## src/sv/sha256_pkg.sv

```systemverilog
// Shared types, constants and round functions for the SHA-256 compression core.
// Used by sha256_ctrl, sha256_dp and sha256_compression_core.
package sha256_pkg;

    typedef logic [31:0] t_word;

    localparam int unsigned WindowDepth = 16;
    localparam int unsigned NumRounds   = 64;
    localparam int unsigned HashWords   = 8;

    typedef enum logic [1:0] {
        ST_LOAD,
        ST_ROUND,
        ST_FINAL
    } t_state;

    // Controller to datapath command bundle
    typedef struct packed {
        logic       shift_in;   // accepted word enters the schedule window
        logic       load_iv;    // chaining value takes the initial hash
        logic       load_work;  // a..h take the chaining value
        logic       round_en;   // run one compression round
        logic [5:0] round_idx;  // round number for the constant lookup
        logic       final_add;  // fold a..h into the chaining value
        logic       emit;       // capture the new chaining value as digest
    } t_dp_cmd;

    function automatic t_word init_hash(input logic [2:0] idx);
        t_word v;
        case (idx)
            3'd0:    v = 32'h6a09e667;
            3'd1:    v = 32'hbb67ae85;
            3'd2:    v = 32'h3c6ef372;
            3'd3:    v = 32'ha54ff53a;
            3'd4:    v = 32'h510e527f;
            3'd5:    v = 32'h9b05688c;
            3'd6:    v = 32'h1f83d9ab;
            3'd7:    v = 32'h5be0cd19;
            default: v = 32'h6a09e667;
        endcase
        return v;
    endfunction

    function automatic t_word round_k(input logic [5:0] idx);
        t_word v;
        case (idx)
            6'd0:  v = 32'h428a2f98;  6'd1:  v = 32'h71374491;
            6'd2:  v = 32'hb5c0fbcf;  6'd3:  v = 32'he9b5dba5;
            6'd4:  v = 32'h3956c25b;  6'd5:  v = 32'h59f111f1;
            6'd6:  v = 32'h923f82a4;  6'd7:  v = 32'hab1c5ed5;
            6'd8:  v = 32'hd807aa98;  6'd9:  v = 32'h12835b01;
            6'd10: v = 32'h243185be;  6'd11: v = 32'h550c7dc3;
            6'd12: v = 32'h72be5d74;  6'd13: v = 32'h80deb1fe;
            6'd14: v = 32'h9bdc06a7;  6'd15: v = 32'hc19bf174;
            6'd16: v = 32'he49b69c1;  6'd17: v = 32'hefbe4786;
            6'd18: v = 32'h0fc19dc6;  6'd19: v = 32'h240ca1cc;
            6'd20: v = 32'h2de92c6f;  6'd21: v = 32'h4a7484aa;
            6'd22: v = 32'h5cb0a9dc;  6'd23: v = 32'h76f988da;
            6'd24: v = 32'h983e5152;  6'd25: v = 32'ha831c66d;
            6'd26: v = 32'hb00327c8;  6'd27: v = 32'hbf597fc7;
            6'd28: v = 32'hc6e00bf3;  6'd29: v = 32'hd5a79147;
            6'd30: v = 32'h06ca6351;  6'd31: v = 32'h14292967;
            6'd32: v = 32'h27b70a85;  6'd33: v = 32'h2e1b2138;
            6'd34: v = 32'h4d2c6dfc;  6'd35: v = 32'h53380d13;
            6'd36: v = 32'h650a7354;  6'd37: v = 32'h766a0abb;
            6'd38: v = 32'h81c2c92e;  6'd39: v = 32'h92722c85;
            6'd40: v = 32'ha2bfe8a1;  6'd41: v = 32'ha81a664b;
            6'd42: v = 32'hc24b8b70;  6'd43: v = 32'hc76c51a3;
            6'd44: v = 32'hd192e819;  6'd45: v = 32'hd6990624;
            6'd46: v = 32'hf40e3585;  6'd47: v = 32'h106aa070;
            6'd48: v = 32'h19a4c116;  6'd49: v = 32'h1e376c08;
            6'd50: v = 32'h2748774c;  6'd51: v = 32'h34b0bcb5;
            6'd52: v = 32'h391c0cb3;  6'd53: v = 32'h4ed8aa4a;
            6'd54: v = 32'h5b9cca4f;  6'd55: v = 32'h682e6ff3;
            6'd56: v = 32'h748f82ee;  6'd57: v = 32'h78a5636f;
            6'd58: v = 32'h84c87814;  6'd59: v = 32'h8cc70208;
            6'd60: v = 32'h90befffa;  6'd61: v = 32'ha4506ceb;
            6'd62: v = 32'hbef9a3f7;  6'd63: v = 32'hc67178f2;
            default: v = 32'h428a2f98;
        endcase
        return v;
    endfunction

    function automatic t_word big_sigma0(input t_word x);
        return {x[1:0], x[31:2]} ^ {x[12:0], x[31:13]} ^ {x[21:0], x[31:22]};
    endfunction

    function automatic t_word big_sigma1(input t_word x);
        return {x[5:0], x[31:6]} ^ {x[10:0], x[31:11]} ^ {x[24:0], x[31:25]};
    endfunction

    function automatic t_word small_sigma0(input t_word x);
        return {x[6:0], x[31:7]} ^ {x[17:0], x[31:18]} ^ {3'b000, x[31:3]};
    endfunction

    function automatic t_word small_sigma1(input t_word x);
        return {x[16:0], x[31:17]} ^ {x[18:0], x[31:19]} ^ {10'b0, x[31:10]};
    endfunction

endpackage

```

## src/sv/sha256_compression_core.sv

```systemverilog
// SHA-256 compression core, top level: controller plus datapath.
// Depends on sha256_pkg, sha256_ctrl and sha256_dp.
//
// Usage:
//  - Input channel (i_in_valid / o_in_stall): one padded 32-bit message word per
//    transaction, big-endian. Sixteen transactions make one block. The
//    first-of-message flag, seen on a block's first word, reloads the standard
//    initial hash; the last-of-message flag on any word of a block requests
//    the digest after that block.
//  - Output channel (o_out_valid / i_out_stall): one 256-bit digest transaction,
//    split into four 64-bit fields, after each block that ends a message.
//  - Timing: words are taken one per cycle while loading. The 16th word starts
//    the compression: 64 rounds, one round per cycle on the single round
//    unit, then a fold of a..h into the chaining value. Input stalls through
//    the rounds and the fold. Digest is captured with the fold and is valid in
//    the cycle after it.
//  - The digest sits in an output register; the core keeps loading the next
//    block while it waits. If a second digest is ready before the first is
//    taken, the core holds in the fold step until the output drains.
//  - Reset (synchronous, active low) clears the word count and pending flags
//    and sets the chaining value to the initial hash.
module sha256_compression_core
    import sha256_pkg::*;
(
    input  logic        i_clk,
    input  logic        i_rst_n,
    input  logic        i_in_valid,
    output logic        o_in_stall,
    input  logic [31:0] i_msg_word,
    input  logic        i_first_of_message,
    input  logic        i_last_of_message,
    output logic        o_out_valid,
    input  logic        i_out_stall,
    output logic [63:0] o_digest_bits_255_192,
    output logic [63:0] o_digest_bits_191_128,
    output logic [63:0] o_digest_bits_127_64,
    output logic [63:0] o_digest_bits_63_0
);

    t_dp_cmd cmd;

    sha256_ctrl u_ctrl (
        .i_clk              (i_clk),
        .i_rst_n            (i_rst_n),
        .i_in_valid         (i_in_valid),
        .i_first_of_message (i_first_of_message),
        .i_last_of_message  (i_last_of_message),
        .o_in_stall         (o_in_stall),
        .i_out_stall        (i_out_stall),
        .o_out_valid        (o_out_valid),
        .o_cmd              (cmd)
    );

    sha256_dp u_dp (
        .i_clk                 (i_clk),
        .i_rst_n               (i_rst_n),
        .i_cmd                 (cmd),
        .i_msg_word            (i_msg_word),
        .o_digest_bits_255_192 (o_digest_bits_255_192),
        .o_digest_bits_191_128 (o_digest_bits_191_128),
        .o_digest_bits_127_64  (o_digest_bits_127_64),
        .o_digest_bits_63_0    (o_digest_bits_63_0)
    );

    // A word enters the window exactly when an input transaction completes
    a_shift_on_accept: assert property (@(posedge i_clk) disable iff (!i_rst_n)
        cmd.shift_in == (i_in_valid && !o_in_stall))
        else $error("schedule shift does not match input transaction");

    // Starting a compression must close the input side
    a_stall_in_rounds: assert property (@(posedge i_clk) disable iff (!i_rst_n)
        cmd.load_work |=> o_in_stall)
        else $error("input open during compression");

    // A new digest never overwrites one that is held by a stalled receiver
    a_no_digest_loss: assert property (@(posedge i_clk) disable iff (!i_rst_n)
        cmd.emit |-> !(o_out_valid && i_out_stall))
        else $error("digest overwritten while output stalled");

    // Digest capture always comes with the chaining-value fold, and shows up next
    a_emit_valid: assert property (@(posedge i_clk) disable iff (!i_rst_n)
        cmd.emit |-> cmd.final_add ##1 o_out_valid)
        else $error("digest emit without fold or valid");

endmodule

```

## src/sv/sha256_ctrl.sv

```systemverilog
// Sequencer for the SHA-256 compression core: word count, round count,
// digest-pending flag and output valid. Depends on sha256_pkg.
module sha256_ctrl
    import sha256_pkg::*;
(
    input  logic    i_clk,
    input  logic    i_rst_n,
    input  logic    i_in_valid,
    input  logic    i_first_of_message,
    input  logic    i_last_of_message,
    output logic    o_in_stall,
    input  logic    i_out_stall,
    output logic    o_out_valid,
    output t_dp_cmd o_cmd
);

    t_state     r_state, n_state;
    logic [3:0] r_word_pos, n_word_pos;
    logic [5:0] r_round, n_round;
    logic       r_end_pending, n_end_pending;
    logic       r_out_valid, n_out_valid;
    logic       accept;
    logic       out_free;

    always_ff @(posedge i_clk) begin
        if (!i_rst_n) begin
            r_state       <= ST_LOAD;
            r_word_pos    <= 4'd0;
            r_round       <= 6'd0;
            r_end_pending <= 1'b0;
            r_out_valid   <= 1'b0;
        end else begin
            r_state       <= n_state;
            r_word_pos    <= n_word_pos;
            r_round       <= n_round;
            r_end_pending <= n_end_pending;
            r_out_valid   <= n_out_valid;
        end
    end

    assign accept   = i_in_valid && (r_state == ST_LOAD);
    assign out_free = !r_out_valid || !i_out_stall;

    always_comb begin
        n_state       = r_state;
        n_word_pos    = r_word_pos;
        n_round       = r_round;
        n_end_pending = r_end_pending;
        n_out_valid   = r_out_valid && i_out_stall;
        o_cmd         = '0;
        o_cmd.round_idx = r_round;

        case (r_state)
            ST_LOAD: begin
                if (accept) begin
                    o_cmd.shift_in = 1'b1;
                    o_cmd.load_iv  = (r_word_pos == 4'd0) && i_first_of_message;
                    n_end_pending  = r_end_pending || i_last_of_message;
                    n_word_pos     = r_word_pos + 4'd1;
                    if (r_word_pos == 4'd15) begin
                        o_cmd.load_work = 1'b1;
                        n_round         = 6'd0;
                        n_state         = ST_ROUND;
                    end
                end
            end
            ST_ROUND: begin
                o_cmd.round_en = 1'b1;
                n_round        = r_round + 6'd1;
                if (r_round == 6'(NumRounds - 1)) begin
                    n_state = ST_FINAL;
                end
            end
            ST_FINAL: begin
                if (!r_end_pending) begin
                    o_cmd.final_add = 1'b1;
                    n_state         = ST_LOAD;
                end else if (out_free) begin
                    // digest slot is free or drains this cycle
                    o_cmd.final_add = 1'b1;
                    o_cmd.emit      = 1'b1;
                    n_out_valid     = 1'b1;
                    n_end_pending   = 1'b0;
                    n_state         = ST_LOAD;
                end
            end
            default: begin
                n_state = ST_LOAD;
            end
        endcase
    end

    assign o_in_stall  = (r_state != ST_LOAD);
    assign o_out_valid = r_out_valid;

endmodule

```

## src/sv/sha256_dp.sv

```systemverilog
// Datapath of the SHA-256 compression core: schedule window shift line,
// a..h round registers, chaining value and digest output register. Uses sha256_pkg.
module sha256_dp
    import sha256_pkg::*;
(
    input  logic        i_clk,
    input  logic        i_rst_n,
    input  t_dp_cmd     i_cmd,
    input  logic [31:0] i_msg_word,
    output logic [63:0] o_digest_bits_255_192,
    output logic [63:0] o_digest_bits_191_128,
    output logic [63:0] o_digest_bits_127_64,
    output logic [63:0] o_digest_bits_63_0
);

    t_word r_win [WindowDepth];
    t_word r_wv  [HashWords];
    t_word r_cv  [HashWords];
    t_word cv_sum [HashWords];
    logic [63:0] r_dig [4];

    t_word sched_next;
    t_word t1, t2;

    // sched[t] sits in r_win[0]; for the new word sched[t+16] the taps t+1, t+9, t+14 are 1, 9, 14
    assign sched_next = r_win[0] + small_sigma0(r_win[1]) + r_win[9]
                      + small_sigma1(r_win[14]);

    assign t1 = r_wv[7] + big_sigma1(r_wv[4])
              + ((r_wv[4] & r_wv[5]) ^ (~r_wv[4] & r_wv[6]))
              + round_k(i_cmd.round_idx) + r_win[0];
    assign t2 = big_sigma0(r_wv[0])
              + ((r_wv[0] & r_wv[1]) ^ (r_wv[0] & r_wv[2]) ^ (r_wv[1] & r_wv[2]));

    always_comb begin
        for (int i = 0; i < HashWords; i++) begin
            cv_sum[i] = r_cv[i] + r_wv[i];
        end
    end

    always_ff @(posedge i_clk) begin
        if (i_cmd.shift_in || i_cmd.round_en) begin
            for (int i = 0; i < WindowDepth - 1; i++) begin
                r_win[i] <= r_win[i+1];
            end
            r_win[WindowDepth-1] <= i_cmd.shift_in ? i_msg_word : sched_next;
        end
    end

    always_ff @(posedge i_clk) begin
        if (i_cmd.load_work) begin
            for (int i = 0; i < HashWords; i++) begin
                r_wv[i] <= r_cv[i];
            end
        end else if (i_cmd.round_en) begin
            r_wv[7] <= r_wv[6];
            r_wv[6] <= r_wv[5];
            r_wv[5] <= r_wv[4];
            r_wv[4] <= r_wv[3] + t1;
            r_wv[3] <= r_wv[2];
            r_wv[2] <= r_wv[1];
            r_wv[1] <= r_wv[0];
            r_wv[0] <= t1 + t2;
        end
    end

    always_ff @(posedge i_clk) begin
        if (!i_rst_n) begin
            for (int i = 0; i < HashWords; i++) begin
                r_cv[i] <= init_hash(3'(i));
            end
        end else if (i_cmd.load_iv) begin
            for (int i = 0; i < HashWords; i++) begin
                r_cv[i] <= init_hash(3'(i));
            end
        end else if (i_cmd.final_add) begin
            for (int i = 0; i < HashWords; i++) begin
                r_cv[i] <= cv_sum[i];
            end
        end
    end

    always_ff @(posedge i_clk) begin
        if (i_cmd.emit) begin
            for (int k = 0; k < 4; k++) begin
                r_dig[k] <= {cv_sum[2*k], cv_sum[2*k+1]};
            end
        end
    end

    assign o_digest_bits_255_192 = r_dig[0];
    assign o_digest_bits_191_128 = r_dig[1];
    assign o_digest_bits_127_64  = r_dig[2];
    assign o_digest_bits_63_0    = r_dig[3];

endmodule
```

## config.mk

```make
export PLATFORM = sky130hd
export DESIGN_NAME = sha256_compression_core
export DESIGN_NICKNAME = d
export VERILOG_FILES = /design/src/sv/sha256_pkg.sv /design/src/sv/sha256_compression_core.sv /design/src/sv/sha256_ctrl.sv /design/src/sv/sha256_dp.sv
export SDC_FILE = /design/constraint.sdc
export NUM_CORES = 2
export LEC_CHECK = 0
export ABC_CLOCK_PERIOD_IN_PS = 23800
export BUFFER_PORTS_ARGS = -buffer_cell sky130_fd_sc_hd__buf_4
export CAP_MARGIN = 20
export CORE_MARGIN = 10
export CORE_UTILIZATION = 40
export DETAILED_ROUTE_END_ITERATION = 10
export SETUP_SLACK_MARGIN = 0.15
export SLEW_MARGIN = 10
export SYNTH_ARGS = -nofsm -noshare
export SYNTH_HDL_FRONTEND = slang
export SYNTH_SLANG_ARGS = --single-unit
export TNS_END_PERCENT = 1
```

## constraint.sdc

```tcl
create_clock -name i_clk -period 23.8 [get_ports i_clk]
set_clock_uncertainty 0.15 [all_clocks]
set_input_delay 2.38 -clock i_clk [delete_from_list [all_inputs] [get_ports i_clk]]
set_output_delay 2.38 -clock i_clk [all_outputs]
set_load 0.02 [all_outputs]
```

==> results.md <==
- Run status: completed
- Fin Setup TNS: 0 ns
- Clk slew on worst S/H paths: 0.06 ns
- Asr flop ratio synth: 0%
- Fill cells: 16650
- Mean Syn Cell Area: ~12 sq um
- Max VDD drop: 0.1511 mV
- Syn Nets: 6921
- Largest net degree at the start of global routing: about 210
- CTS buffer count: 149
- Die H: 447.0 um
- Post-synth EDFFs: 1248
- First-pass GRT wire length: 338700 um
- Layout Area Growth over Synthesis: 13.70%
- Iter 0 DRT Violations: 4935
- CP Max Fanout: 7
- Die X-Extent: around 450 um
- Pwr per Cell Area: 85.64 nW/um^2
- CP required: 24.20 ns
- Leak pwr: 31.88 nW
- FP Rows: 156
- Endpoints failing setup: 0
- Core Region: between 150000 and 200000 sq um
- Final hold vios: 0
- Initial Util: 40.27%
- Slew HR: 13.69%
- # IOs: 296
- Worst path arrival time: 8.72 ns
- Min-Delay Path Class: reg2reg
- DRT Wirelength: 234600 um
- Register bit count reported by yosys: 1326
- Post-route ant nets: 0
- TritonCTS clock tree: done
- Ys Warns: 0
- Pins Over Slew Limit: 0
- Most used DFF post-synth: edfxtp_1
- Layout cells sized above 1: 10.10%
- Most Frequent Cell on Critical Path: fa_1
- CP Class: reg2reg
- Clock Sinks: 1326
- Critical path's largest stage delay: 0.55 ns
- Fin crit share: 34.96%
- CP startpoint kind: flip-flop
- Post-synthesis instance area: 72940 sq um
- Max Cap Viol: 0
- Buffers on Ports: 295
- Sequential share of the synthesized area: a little over half
- H-tree lvl count: 4
- DR vias: 49930
- CTS resizes: 0
- RSZ-0062 raised after global routing: false
- Synth cell types: 99
- DP HPWL: around 180000 um
- GRT overflow: 0
- Root Driver: clkbuf_16
- Die area: 199800 sq um
- CP Capture Type: flip-flop
- # hold bufs at CTS: 0
- Postcts setup bufs: 0
- CTS Buffer Depth: 3
- Overall Global Routing Usage: 22.90%
- Final WS setup: between 15 and 20 ns
- Final nets: roughly 7200
- Syn Inst Count: around 6300
- DRC Markers: 0
- Area of the multi-input gates: ~32000 sq um
- Clock Latency Late Sink: 0.82 ns
- Vias in the first global route: 48560
- Dpl ws: 15.57 ns
- Post-DR wirelength/cell: 25.97 um
- Storage element area: 39040 sq um
- Final Critical Period: about 8.3 ns
- Pre-antenna DRT Iters: 5
- RePlAce Congestion: 0.9404
- Least-Margin Pin Slew: ~1.3 ns
- Max Fclk: roughly 120 MHz
- Vias per cell: ~5.5
- Critical-path top delay cell: a2111oi_1
- Antenna violations before repair: 11
==> final timing paths <==
check / from / end / slack, ns / depth (start not counted)
worst min register to register: u_dp.r_win[0][98] / u_dp.r_win[0][66] / 0.26 / 0
worst min-delay path: u_dp.r_win[0][98] / u_dp.r_win[0][66] / 0.26 / 0
worst max-delay path: u_dp.r_wv[0][154] / u_dp.r_wv[0][30] / 15.48 / 30
worst max register to register: u_dp.r_wv[0][154] / u_dp.r_wv[0][30] / 15.48 / 30
==> flip-flops by register name, summed over array words and instances (netlist names), named ones only <==
register and cells:
u_ctrl.o_out_valid 1, u_ctrl.r_end_pending 1, u_ctrl.r_round 6, u_ctrl.r_state 2, u_ctrl.r_word_pos 4, u_dp.r_cv 256
u_dp.r_dig 256, u_dp.r_win 512, u_dp.r_wv 256
==> layout make-up <==
class	instances	share of cell area, %
flip-flops and latches	1326	47.07
multi-input cells	4351	38.08
clock buffers	177	4.788
well taps	2370	3.575
repair buffers	346	3.216
inverters	364	1.667
clock inverters	101	1.602
diodes	1	0.003017
==> worst max-delay path, delay by kind of cell (launching register included) <==
family	cells	cell delay (ns)
AOI/OAI and AO/OA	14	3.33
xor gates and xnor gates	3	0.69
adders and majority gates	7	2.70
buffers and inverters	2	0.13
DFF	1	0.54
muxes	1	0.13
and+or+nand+nor	3	0.39
==> through the flow <==
step	hold slack [ns]	instance area [sq um]	power, mW	util [%]	cells
final	0.2626	82940	7.103	45.79	9036
after CTS	0.2566	82900	7.147	45.77	9033
after global placement	0.2502	77600	4.624	42.84	8755
after detailed placement	0.2545	77600	4.636	42.84	8755
after global routing	0.2604	82940	7.438	45.79	9035
after floorplan	0.2503	72950	4.110	-	6297
==> synth_stat cells (51+ instances only) <==
master | count | area, sq um
edfxtp_1 | 1248 | 37480
and2_1 | 112 | 700.7
nand3_1 | 75 | 375.4
dfxtp_1 | 78 | 1562
ha_1 | 391 | 4892
o21a_1 | 53 | 397.9
xnor2_1 | 422 | 3696
a21oi_1 | 323 | 1617
o21bai_1 | 51 | 382.9
xor2_1 | 181 | 1585
inv_1 | 361 | 1355
nor2_1 | 261 | 979.7
fa_1 | 195 | 3904
clkbuf_1 | 215 | 807.0
a21o_1 | 185 | 1389
nor3_1 | 71 | 355.3
nand2b_1 | 155 | 969.7
o21ai_0 | 302 | 1511
nand2_1 | 900 | 3378
==> layout by cell type, fill, tap and decap left out, drive strengths merged, types with 27 or more instances in the layout <==
cell and count:
nor2b 29, and3 43, o211ai 41, edfxtp 1248, mux2i 39, nand4 36
o31ai 27, nand3 75, fa 195, a21o 186, o21ai 326, nor2 263
or2 31, nand2 902, o21a 53, o21bai 51, a31oi 41, ha 391
xor2 182, dfxtp 78, inv 370, buf 346, nor3 71, clkbuf 177
nand2b 155, clkinv 62, and2 113, a211oi 37, xnor2 422, a21oi 331
==> layer usage <==
| metal | GRT usage, % | routed length, um | vias up |
|---|---|---|---|
| li1 | - | - | 22920 |
| met1 | 31.55 | 102000 | 24870 |
| met2 | 36.52 | 108100 | 1798 |
| met3 | 3.758 | 15700 | 350 |
| met4 | 8.050 | 8727 | 4 |
| met5 | 0 | 27 | - |
==> power by group <==
part	switching, mW	internal, mW	total, mW
sequential	0.0863	2.72	2.81
combinational	1.08	0.733	1.81
clock	1.01	1.48	2.48
==> logic make-up (layout without fill, tap and decap cells) <==
kind of cell,Yosys count,count (layout),synth area share (%)
adders and majority gates,608,608,12.36
muxes,42,42,0.5815
DFF,1326,1326,53.52
AOI/OAI and AO/OA,1308,1308,11.76
buffers and inverters,620,988,3.281
other,0,1,0
and+or+nand+nor,1789,1789,11.24
xor gates and xnor gates,604,604,7.262
Power figures use the tool's default switching activity.
